$ cat config.mk
export PLATFORM = sky130hd
export DESIGN_NAME = framed_command_byte_parser
export DESIGN_NICKNAME = d
export VERILOG_FILES = /design/src/rtl/fcbp_pkg.sv /design/src/rtl/fcbp_parser.sv /design/src/rtl/framed_command_byte_parser.sv
export SDC_FILE = /design/constraint.sdc
export NUM_CORES = 1
export LEC_CHECK = 0
export ABC_AREA = 1
export BUFFER_PORTS_ARGS = -buffer_cell sky130_fd_sc_hd__buf_2
export CAP_MARGIN = 20
export CORE_MARGIN = 2
export CORE_UTILIZATION = 33
export CTS_BUF_LIST = sky130_fd_sc_hd__clkbuf_16
export DETAILED_ROUTE_END_ITERATION = 6
export PLACE_DENSITY = 0.58
export SYNTH_ARGS = -nofsm -noshare
export SYNTH_HDL_FRONTEND = slang
export SYNTH_SLANG_ARGS = --single-unit
$ cat constraint.sdc
create_clock -name clk -period 5.72 [get_ports clk]
set_input_delay 0.572 -clock clk [delete_from_list [all_inputs] [get_ports clk]]
set_output_delay 0.572 -clock clk [all_outputs]
set_load 0.05 [all_outputs]
$ cat src/rtl/fcbp_pkg.sv
// ============================================================================
// fcbp_pkg
// Shared types, constants and the length table lookup for the framed
// command byte parser.
// ============================================================================
package fcbp_pkg;

    // Frame marks.
    localparam logic [7:0] START_MARK = 8'h8A;
    localparam logic [7:0] STOP_MARK  = 8'h51;

    // Length table register.
    localparam int TABLE_W = 48;
    localparam logic [TABLE_W-1:0] TABLE_RESET = 48'd19440801;

    // Payload storage.
    localparam int MAX_PAYLOAD = 7;
    localparam int PAYLOAD_W   = 8 * MAX_PAYLOAD;

    // Result status codes.
    localparam logic [1:0] STATUS_OK       = 2'd0;
    localparam logic [1:0] STATUS_BAD_STOP = 2'd1;
    localparam logic [1:0] STATUS_UNKNOWN  = 2'd2;

    // Width of the packed result and of the output tdata bus.
    localparam int RESULT_W = 74;
    localparam int OUT_TDATA_W = 80;

    // One result word, laid out from the highest bit down as on the output bus.
    typedef struct packed {
        logic [PAYLOAD_W-1:0] payload;
        logic [2:0]           payload_length;
        logic [7:0]           device_code;
        logic                 diff_flag;
        logic                 echo_req;
        logic                 is_spontaneous;
        logic                 answer_flag;
        logic                 write_req;
        logic [1:0]           status;
    } fcbp_result_t;

    // Payload length of a device code; codes above 15 are unknown.
    function automatic logic [2:0] lookup_length(input logic [TABLE_W-1:0] tbl,
                                                 input logic [7:0] dev);
        logic [2:0] len;
        len = 3'd0;
        if (dev[7:4] == 4'd0)
        begin
            len = tbl[3*dev[3:0] +: 3];
        end
        return len;
    endfunction

endpackage

$ cat src/rtl/fcbp_parser.sv
// ============================================================================
// fcbp_parser
// Frame state machine: tracks the frame phase, keeps the header and payload
// bytes and builds the result on the footer byte.
// ============================================================================
module fcbp_parser
    import fcbp_pkg::*;
(
    input  logic               clk,
    input  logic               rst_n,
    input  logic               byte_go,
    input  logic [7:0]         rx_byte,
    input  logic [TABLE_W-1:0] length_table,
    output logic               result_go,
    output fcbp_result_t       result
);

    // Phase codes.
    localparam logic [2:0] PH_IDLE   = 3'd0;
    localparam logic [2:0] PH_TYPE   = 3'd1;
    localparam logic [2:0] PH_DEVICE = 3'd2;
    localparam logic [2:0] PH_DATA   = 3'd3;
    localparam logic [2:0] PH_SKIP   = 3'd4;
    localparam logic [2:0] PH_FOOTER = 3'd5;

    logic [2:0]           phase_reg,   phase_next;
    logic [7:0]           type_reg,    type_next;
    logic [7:0]           device_reg,  device_next;
    logic [2:0]           len_reg,     len_next;
    logic [2:0]           cnt_reg,     cnt_next;
    logic [PAYLOAD_W-1:0] payload_reg, payload_next;
    logic [2:0]           dev_len;

    assign dev_len = lookup_length(length_table, rx_byte);

    // Next-state logic for one accepted word.
    always_comb
    begin
        phase_next   = phase_reg;
        type_next    = type_reg;
        device_next  = device_reg;
        len_next     = len_reg;
        cnt_next     = cnt_reg;
        payload_next = payload_reg;
        result_go    = 1'b0;
        if (byte_go)
        begin
            case (phase_reg)
                PH_IDLE:
                begin
                    if (rx_byte == START_MARK)
                    begin
                        phase_next   = PH_TYPE;
                        payload_next = '0;
                        cnt_next     = 3'd0;
                    end
                end
                PH_TYPE:
                begin
                    type_next  = rx_byte;
                    phase_next = PH_DEVICE;
                end
                PH_DEVICE:
                begin
                    device_next = rx_byte;
                    len_next    = dev_len;
                    phase_next  = (dev_len == 3'd0) ? PH_SKIP : PH_DATA;
                end
                PH_DATA:
                begin
                    payload_next[8*cnt_reg +: 8] = rx_byte;
                    cnt_next = cnt_reg + 3'd1;
                    if (cnt_next == len_reg)
                    begin
                        phase_next = PH_FOOTER;
                    end
                end
                PH_SKIP:
                begin
                    phase_next = PH_FOOTER;
                end
                PH_FOOTER:
                begin
                    result_go  = 1'b1;
                    phase_next = PH_IDLE;
                end
                default:
                begin
                    phase_next = PH_IDLE;
                end
            endcase
        end
    end

    // Result word, valid while the footer byte is processed.
    always_comb
    begin
        result.payload        = payload_reg;
        result.payload_length = len_reg;
        result.device_code    = device_reg;
        result.diff_flag      = type_reg[7];
        result.echo_req       = type_reg[3];
        result.is_spontaneous = type_reg[2];
        result.answer_flag    = type_reg[1];
        result.write_req      = type_reg[0];
        if (rx_byte != STOP_MARK)
        begin
            result.status = STATUS_BAD_STOP;
        end
        else if (len_reg == 3'd0)
        begin
            result.status = STATUS_UNKNOWN;
        end
        else
        begin
            result.status = STATUS_OK;
        end
    end

    // Phase register.
    always_ff @(posedge clk or negedge rst_n)
    begin
        if (!rst_n)
        begin
            phase_reg <= PH_IDLE;
        end
        else
        begin
            phase_reg <= phase_next;
        end
    end

    // Frame contents.
    always_ff @(posedge clk)
    begin
        type_reg    <= type_next;
        device_reg  <= device_next;
        len_reg     <= len_next;
        cnt_reg     <= cnt_next;
        payload_reg <= payload_next;
    end

endmodule

$ cat src/rtl/framed_command_byte_parser.sv
// ============================================================================
// framed_command_byte_parser
// Parses framed command bytes and reports one result word per frame.
// ============================================================================
// Usage:
//   Received bytes enter on the s_axis channel, one byte per word. A frame is
//   the start byte 0x8A, a type byte, a device byte, the payload bytes whose
//   count comes from the length table, and a footer byte. A device whose
//   table length is zero has one dropped byte before the footer.
//   Each frame gives one result word on the m_axis channel when its footer
//   byte is processed: status, type flags, device, length and payload.
//   The user loads the length table through cfg_we / cfg_data while idle;
//   the block does not enforce this. A byte is held in the input register and
//   parsed into the result register, so a result word is presented once its
//   footer byte has passed through both. Throughput is one byte per cycle
//   while the receiver does not stall, set by the single pass of the parser
//   state machine between the input and result registers.
//   Reset puts the parser in the idle phase, empties both registers and
//   loads the default length table. When the receiver stalls with a result
//   word waiting, the parser holds: the input register takes one more byte
//   and s_axis_tready then stays low until the result word is taken.
// ============================================================================
module framed_command_byte_parser
    import fcbp_pkg::*;
(
    input  logic                   clk,
    input  logic                   rst_n,
    // Input stream. tdata: rx_byte[7:0].
    input  logic                   s_axis_tvalid,
    output logic                   s_axis_tready,
    input  logic [7:0]             s_axis_tdata,
    // Result stream. tdata: status[1:0], write_req[2], answer_flag[3],
    // is_spontaneous[4], echo_req[5], diff_flag[6], device_code[14:7],
    // payload_length[17:15], payload[73:18], zero[79:74].
    output logic                   m_axis_tvalid,
    input  logic                   m_axis_tready,
    output logic [OUT_TDATA_W-1:0] m_axis_tdata,
    // Length table write port.
    input  logic                   cfg_we,
    input  logic [TABLE_W-1:0]     cfg_data
);

    logic               in_valid_reg;
    logic [7:0]         in_byte_reg;
    logic               out_valid_reg;
    fcbp_result_t       out_word_reg;
    logic [TABLE_W-1:0] table_reg;
    logic               proc_ok;
    logic               byte_go;
    logic               result_go;
    fcbp_result_t       result;

    // The input register advances whenever the result register can take a word.
    assign proc_ok       = !out_valid_reg || m_axis_tready;
    assign byte_go       = in_valid_reg && proc_ok;
    assign s_axis_tready = !in_valid_reg || proc_ok;

    assign m_axis_tvalid = out_valid_reg;
    assign m_axis_tdata  = {{(OUT_TDATA_W-RESULT_W){1'b0}}, out_word_reg};

    // Input register.
    always_ff @(posedge clk or negedge rst_n)
    begin
        if (!rst_n)
        begin
            in_valid_reg <= 1'b0;
        end
        else if (s_axis_tready)
        begin
            in_valid_reg <= s_axis_tvalid;
        end
    end

    always_ff @(posedge clk)
    begin
        if (s_axis_tready)
        begin
            in_byte_reg <= s_axis_tdata;
        end
    end

    // Length table register.
    always_ff @(posedge clk or negedge rst_n)
    begin
        if (!rst_n)
        begin
            table_reg <= TABLE_RESET;
        end
        else if (cfg_we)
        begin
            table_reg <= cfg_data;
        end
    end

    // Frame parser.
    fcbp_parser u_parser (
        .clk          (clk),
        .rst_n        (rst_n),
        .byte_go      (byte_go),
        .rx_byte      (in_byte_reg),
        .length_table (table_reg),
        .result_go    (result_go),
        .result       (result)
    );

    // Result register.
    always_ff @(posedge clk or negedge rst_n)
    begin
        if (!rst_n)
        begin
            out_valid_reg <= 1'b0;
        end
        else if (proc_ok)
        begin
            out_valid_reg <= result_go;
        end
    end

    always_ff @(posedge clk)
    begin
        if (result_go)
        begin
            out_word_reg <= result;
        end
    end

endmodule
==> results of run 1 <==
-- cell usage after synthesis (2+ instances only) --
| cell type | instances |
|---|---|
| nor2_1 | 73 |
| a211oi_1 | 5 |
| buf_6 | 5 |
| nor2_4 | 2 |
| mux2_2 | 4 |
| inv_1 | 67 |
| nand2_1 | 143 |
| dfstp_2 | 9 |
| nor3_2 | 3 |
| a21oi_1 | 29 |
| edfxtp_1 | 157 |
| inv_2 | 11 |
| xnor2_1 | 3 |
| nor4_1 | 9 |
| ha_1 | 3 |
| nand3_1 | 23 |
| o21ai_0 | 84 |
| o21ai_2 | 3 |
| buf_2 | 8 |
| nand3_2 | 7 |
| buf_4 | 9 |
| nor3_1 | 11 |
| nor4_2 | 3 |
| o21ai_1 | 7 |
| nand4_1 | 3 |
| dfrtp_1 | 44 |
| clkbuf_1 | 13 |
-- cell families after synthesis --
family	share of synthesized area, %
AOI/OAI and AO/OA	7.981
xor gates and xnor gates	0.4042
adders and majority gates	0.4330
buffers and inverters	6.364
DFF	69.81
muxes	0.5195
other	0.04325
and+or+nand+nor	14.45
-- layer usage --
layer | vias up | global-route usage, %
met4 | 0 | 2.722
li1 | 2815 | -
met3 | 23 | 2.431
met5 | - | 0
met1 | 2638 | 19.65
met2 | 152 | 20.86
-- power groups by stage --
| stage | sequential, mW | combinational [mW] | clock, mW |
|---|---|---|---|
| 2_1_floorplan | 1.99 | 0.323 | 0 |
| 3_3_place_gp | 1.91 | 0.546 | 0 |
| 3_5_place_dp | 1.91 | 0.549 | 0 |
| 4_1_cts | 1.88 | 0.553 | 1.38 |
| 5_1_grt | 1.90 | 0.607 | 1.45 |
| 6_report | 1.88 | 0.544 | 1.35 |
-- stage by stage --
step	hold slack, ps	instances	setup slack [ps]	cell area [um^2]
6_report	203.2	1238	2931	10320
5_1_grt	239.4	1238	2637	10320
4_1_cts	224.3	1238	2899	10320
3_5_place_dp	408.1	1198	2925	9630
3_3_place_gp	402.5	1198	2934	9630
2_1_floorplan	276.4	756	1163	8688
-- worst max-delay path, cell delays in order (launching register included) --
cell,delay [ps]
edfxtp_1,350
buf_4,250
inv_6,230
nand3_1,120
nor4_2,210
nand2_1,150
a21oi_4,720
buf_4,410
-- cell usage in the layout, fill, tap and decap left out, types with 9 or more instances in the layout --
master and instances:
o21ai_0 84, nor3_1 11, buf_2 136, inv_2 11
dfstp_2 9, a21oi_1 28, nand2_1 143, buf_4 9
edfxtp_1 157, clkbuf_16 23, dfrtp_1 44, nor2_1 72
inv_1 71, nand3_1 23
-- final cells by class --
| cell class | count | area, um^2 |
|---|---|---|
| Fill cell | 2522 | 15590 |
| Sequential cell | 210 | 6052 |
| Multi-Input combinational cell | 429 | 2110 |
| Timing Repair Buffer | 145 | 748.2 |
| Clock buffer | 23 | 575.6 |
| Tap cell | 335 | 419.2 |
| Inverter | 79 | 301.5 |
| Clock inverter | 17 | 111.4 |
-- worst paths after layout --
kind | cells after the start | endpoint
max | 7 | u_parser.payload_reg[29]$_SDFFCE_PN0P_
min | 2 | table_reg[46]$_DFFE_PN0P_
max reg2reg | 7 | u_parser.payload_reg[29]$_SDFFCE_PN0P_
min reg2reg | 0 | m_axis_tdata[8]$_DFFE_PP_
max in group asynchronous | 2 | m_axis_tvalid$_DFFE_PN0N_
min in group clk | 1 | in_byte_reg[6]$_DFFE_PP_
==> results.py, run 1 <==
metrics = {
    "clocking": {
        "numCtsBuffers": 23,
        "post-cts-setup-buffer-count": 0,
        "ctsHoldBuffers": 0,
        "cts_resized": 0,
        "clock_latency_ps": 490,
        "clk_pin_slew_ps": 60,
        "h-tree-depth": 1,
        "cts_sinks": 210,
        "cts_tree": "built",
        "cts_buffer_depth": 3,
        "cts-root-buf": "clkbuf_16",
    },
    "finish": {
        "area_growth_pct": 19.01,
        "largest_reg_flops": 74,
        "post-route-util_pct": 39.82,
        "drive_above_1_share_pct": 25.36,
        "nets": 952,
        "antenna_cells": 0,
    },
    "sta": {
        "fin_crit_sh_pct": 48.76,
        "fin_crit_ps": 2789,
        "hold_violations": 0,
        "rsz0062_at_grt": "false",
        "worst_slew_pin_slew_ps": 914.8,
        "setup_tns_ps": 0,
        "fmax_ghz": 0.3586,
        "slew_viol_final": 0,
        "setup-violations-final": 0,
        "fin_skew_ps": 9.185,
        "worst_slew_margin_rel_pct": 39.02,
    },
    "synthesis": {
        "synth_top_area_share_pct": 54.38,
        "synth_edf_count": 157,
        "yosys.area.top_type": "edfxtp_1",
        "post_synth_num_cell_types": 40,
        "syn_inst": 751,
        "ys.flop_type": "edfxtp_1",
        "synthTopCellsByArea": "edfxtp_1, dfrtp_1, nand2_1",
        "synth_area_um2": 8670,
        "async_flop_share_pct": 25.24,
        "yosysSeqAreaShare_pct": 69.81,
        "ys_ff_latch": 210,
        "yosysWarnings": 0,
        "synth.avg_cell_area_um2": 11.54,
    },
    "setup_path": {
        "crit_start": "in_byte_reg[0]$_DFFE_PP_",
        "cp.arrival_ps": 2960,
        "start_kind": "register",
        "crit_fanout": 30,
        "end_kind": "register",
        "critical_path_required_ps": 5890,
        "critPathKind": "reg -> reg",
        "worst-r2r-setup-slack_ps": 2930,
        "rr_startpoint": "in_byte_reg[0]$_DFFE_PP_",
    },
    "global_routing": {
        "antenna_found_initial": 0,
        "grt_max_degree": 93,
        "grt_pass1_wl_mm": 29.87,
        "grt_usage_pct": 13.37,
        "grt_pass1_vias": 5523,
        "globalRouteOverflowTotal": 0,
    },
    "floorplanning": {
        "die_area_um2": 27580,
        "initial_utilization_pct": 33.46,
        "fp.dieW_um": 166.1,
        "ioPinCount": 143,
        "die_h_um": 166.1,
        "std_cell_rows": 59,
        "fp.coreArea_um2": 25910,
    },
    "power": {
        "power_switching_mw": 1.046,
        "p_int_mw": 2.728,
        "sequentialPowerShare_pct": 49.9,
        "p_leak_nw": 4.268,
        "pwr-share-comb_pct": 14.4,
        "p_clk_share_pct": 35.7,
        "ir_worst_vdd_uv": 201.6,
        "switching_share_pct": 27.73,
        "total_power_mw": 3.774,
        "p_per_area_nw_per_um2": 365.8,
    },
    "placed_design": {
        "hpwl_mm": 12.79,
        "globalplace.congestion": 0.7771,
        "port_buffers": 136,
    },
    "drt": {
        "avgViaCountPerCell": 4.546,
        "maxUsedRoutingLayer": "met4",
        "vias": 5628,
        "routedWlPerCell_um": 15.00,
        "drc": 0,
        "met2WireLength_mm": 8.367,
        "wl_met1_mm": 8.913,
        "drt_wl_total_mm": 18.56,
        "drt-pass1-iter-count": 5,
        "wl_met3_mm": 1.036,
        "drtIter0Drc": 378,
        "antenna_left": 0,
    },
    "run": {
        "cap_violations": 0,
    },
    "outcome": {
        "outcome": "completed",
    },
    "min_path": {
        "holdCritPathClass": "in -> async",
    },
}
No activity file was read; power rests on OpenSTA's default activity.
==> run 2: changes to the inputs <==
Clock period 5.72 ns to 2.9 ns, I/O delays scaled along.
==> results.py, run 2 (synthesis results as in run 1) <==
metrics = {
    "clocking": {
        "h-tree-depth": 1,
        "cts_sinks": 210,
        "numCtsBuffers": 24,
        "clk_pin_slew_ps": 60,
        "clock_latency_ps": 530,
        "cts_buffer_depth": 3,
        "cts-root-buf": "clkbuf_16",
        "post-cts-setup-buffer-count": 0,
        "cts_resized": 0,
        "cts_tree": "built",
    },
    "finish": {
        "drive_above_1_share_pct": 24.42,
        "layout_common_cells": "edfxtp_1, nand2_1, buf_2, o21ai_0, nor2_1",
        "layout_commonest_cell": "edfxtp_1",
        "area_growth_pct": 23.93,
        "nets": 988,
        "antenna_cells": 0,
        "post-route-util_pct": 41.47,
        "largest_reg_flops": 74,
        "fill_cells": 2450,
    },
    "setup_path": {
        "critical_path_depth": 5,
        "end_kind": "register",
        "critical_path_required_ps": 3070,
        "start_kind": "register",
        "worstRegToRegCells": 5,
        "cp.arrival_ps": 2430,
        "cp.buffers_inverters": 1,
        "crit_family": "flip-flops",
        "cpMaxStageDelayCell": "edfxtp_1",
        "cpPeakStageDelay_ps": 810,
        "path_cells": "nand3_1, nor4_2, nand2_1, a21oi_4, buf_4",
        "critPathKind": "reg -> reg",
        "crit_fanout": 35,
    },
    "global_routing": {
        "met2_usage_pct": 22.35,
        "grt_usage_pct": 14.20,
        "grt_pass1_wl_mm": 31.48,
        "use_met3_pct": 2.502,
        "grt_max_degree": 57,
        "antenna_found_initial": 0,
        "met1_usage_pct": 20.23,
        "grt_busiest_layer": "met2",
        "grt_pass1_vias": 5763,
        "globalRouteOverflowTotal": 0,
    },
    "drt": {
        "drt_wl_total_mm": 19.64,
        "vias": 5825,
        "drc": 0,
        "drt-pass1-iter-count": 5,
        "avgViaCountPerCell": 4.561,
        "antenna_left": 0,
        "routedWlPerCell_um": 15.38,
        "drtIter0Drc": 514,
    },
    "sta": {
        "worst_slew_pin_slew_ps": 721.1,
        "slew_viol_final": 0,
        "hold_violations": 0,
        "fin_skew_ps": 29.74,
        "setup_tns_ps": 0,
        "fin_crit_ps": 2265,
        "timing.hold.ws_ps": 8.521,
        "rsz0062_at_grt": "false",
        "worst_slew_margin_rel_pct": 51.93,
        "fmax_ghz": 0.4415,
        "setup-violations-final": 0,
        "fin_crit_sh_pct": 78.10,
    },
    "placed_design": {
        "globalplace.congestion": 0.7930,
        "port_buffers": 136,
        "hpwl_mm": 13.20,
    },
    "power": {
        "p_clk_share_pct": 37.4,
        "pwr-share-comb_pct": 14.5,
        "switching_share_pct": 27.87,
        "sequentialPowerShare_pct": 48.1,
        "power_switching_mw": 2.152,
        "total_power_mw": 7.721,
        "p_int_mw": 5.569,
        "p_leak_nw": 4.440,
        "ir_worst_vdd_uv": 335.4,
        "p_per_area_nw_per_um2": 718.6,
    },
    "floorplanning": {
        "die_area_um2": 27580,
        "die_h_um": 166.1,
        "fp.dieW_um": 166.1,
        "std_cell_rows": 59,
        "fp.coreArea_um2": 25910,
        "ioPinCount": 143,
        "initial_utilization_pct": 33.46,
    },
    "outcome": {
        "outcome": "completed",
    },
    "run": {
        "cap_violations": 0,
    },
    "min_path": {
        "whs_path_depth": 3,
        "holdCritPathClass": "in -> reg",
    },
}
[run 2: path summary, 6_finish.rpt]
path / start / endpoint / slack (ps)
max: in_byte_reg[1]$_DFFE_PP_ / u_parser.payload_reg[16]$_SDFFCE_PN0P_ / 640
min: cfg_data[19] / table_reg[19]$_DFFE_PN1P_ / 9
max reg2reg: in_byte_reg[1]$_DFFE_PP_ / u_parser.payload_reg[16]$_SDFFCE_PN0P_ / 640
min reg2reg: u_parser.type_reg[0]$_DFFE_PP_ / m_axis_tdata[2]$_DFFE_PP_ / 400
max in group asynchronous: rst_n / table_reg[19]$_DFFE_PN1P_ / 1760
min in group asynchronous: rst_n / table_reg[6]$_DFFE_PN0P_ / 300
[run 2: what timing repair did]
| action | 4_1_cts | 5_1_grt |
|---|---|---|
| hold endpoints to repair | 49 | 0 |
| hold buffers | 33 | 0 |
| endpoints found under the setup margin | 0 | 0 |
[run 2: cell type report]
cell class	count	area, um^2	share of cell area, %
clock buffer	24	600.6	5.590
clock inverter	20	155.1	1.444
inverter	79	301.5	2.807
multi-input combinational	429	2110	19.63
sequential	210	6052	56.33
tap	335	419.2	3.901
timing repair buffer	180	1106	10.29
[run 2: power groups by stage]
| stage | combinational [mW] | sequential (mW) | clock [mW] |
|---|---|---|---|
| floorplan | 0.644 | 3.92 | 0 |
| global placement | 1.08 | 3.77 | 0 |
| detailed placement | 1.09 | 3.78 | 0 |
| CTS | 1.13 | 3.72 | 2.96 |
| global route | 1.26 | 3.74 | 3.08 |
| finish | 1.12 | 3.72 | 2.89 |
[run 2: metal layers]
| metal | wire length (um) | vias up |
|---|---|---|
| met2 | 8867 | 206 |
| met4 | 485 | 0 |
| met3 | 1162 | 37 |
| met1 | 9123 | 2685 |
| li1 | - | 2897 |
| met5 | 0 | - |
[run 2: worst register-to-register path, delay by kind of cell, from the launching register on]
kind                   cells  cell delay (ps)
and+or+nand+nor            3              540
buffers and inverters      1              420
AOI/OAI and AO/OA          1              140
DFF                        1              810
[run 2: metrics by stage]
step / cells / setup slack (ps) / area [um^2]
floorplan: 756 / 328.0 / 8707
global placement: 1200 / 679.7 / 9658
detailed placement: 1200 / 614.6 / 9658
CTS: 1277 / 621.5 / 10740
global route: 1277 / 429.0 / 10740
finish: 1277 / 635.2 / 10740
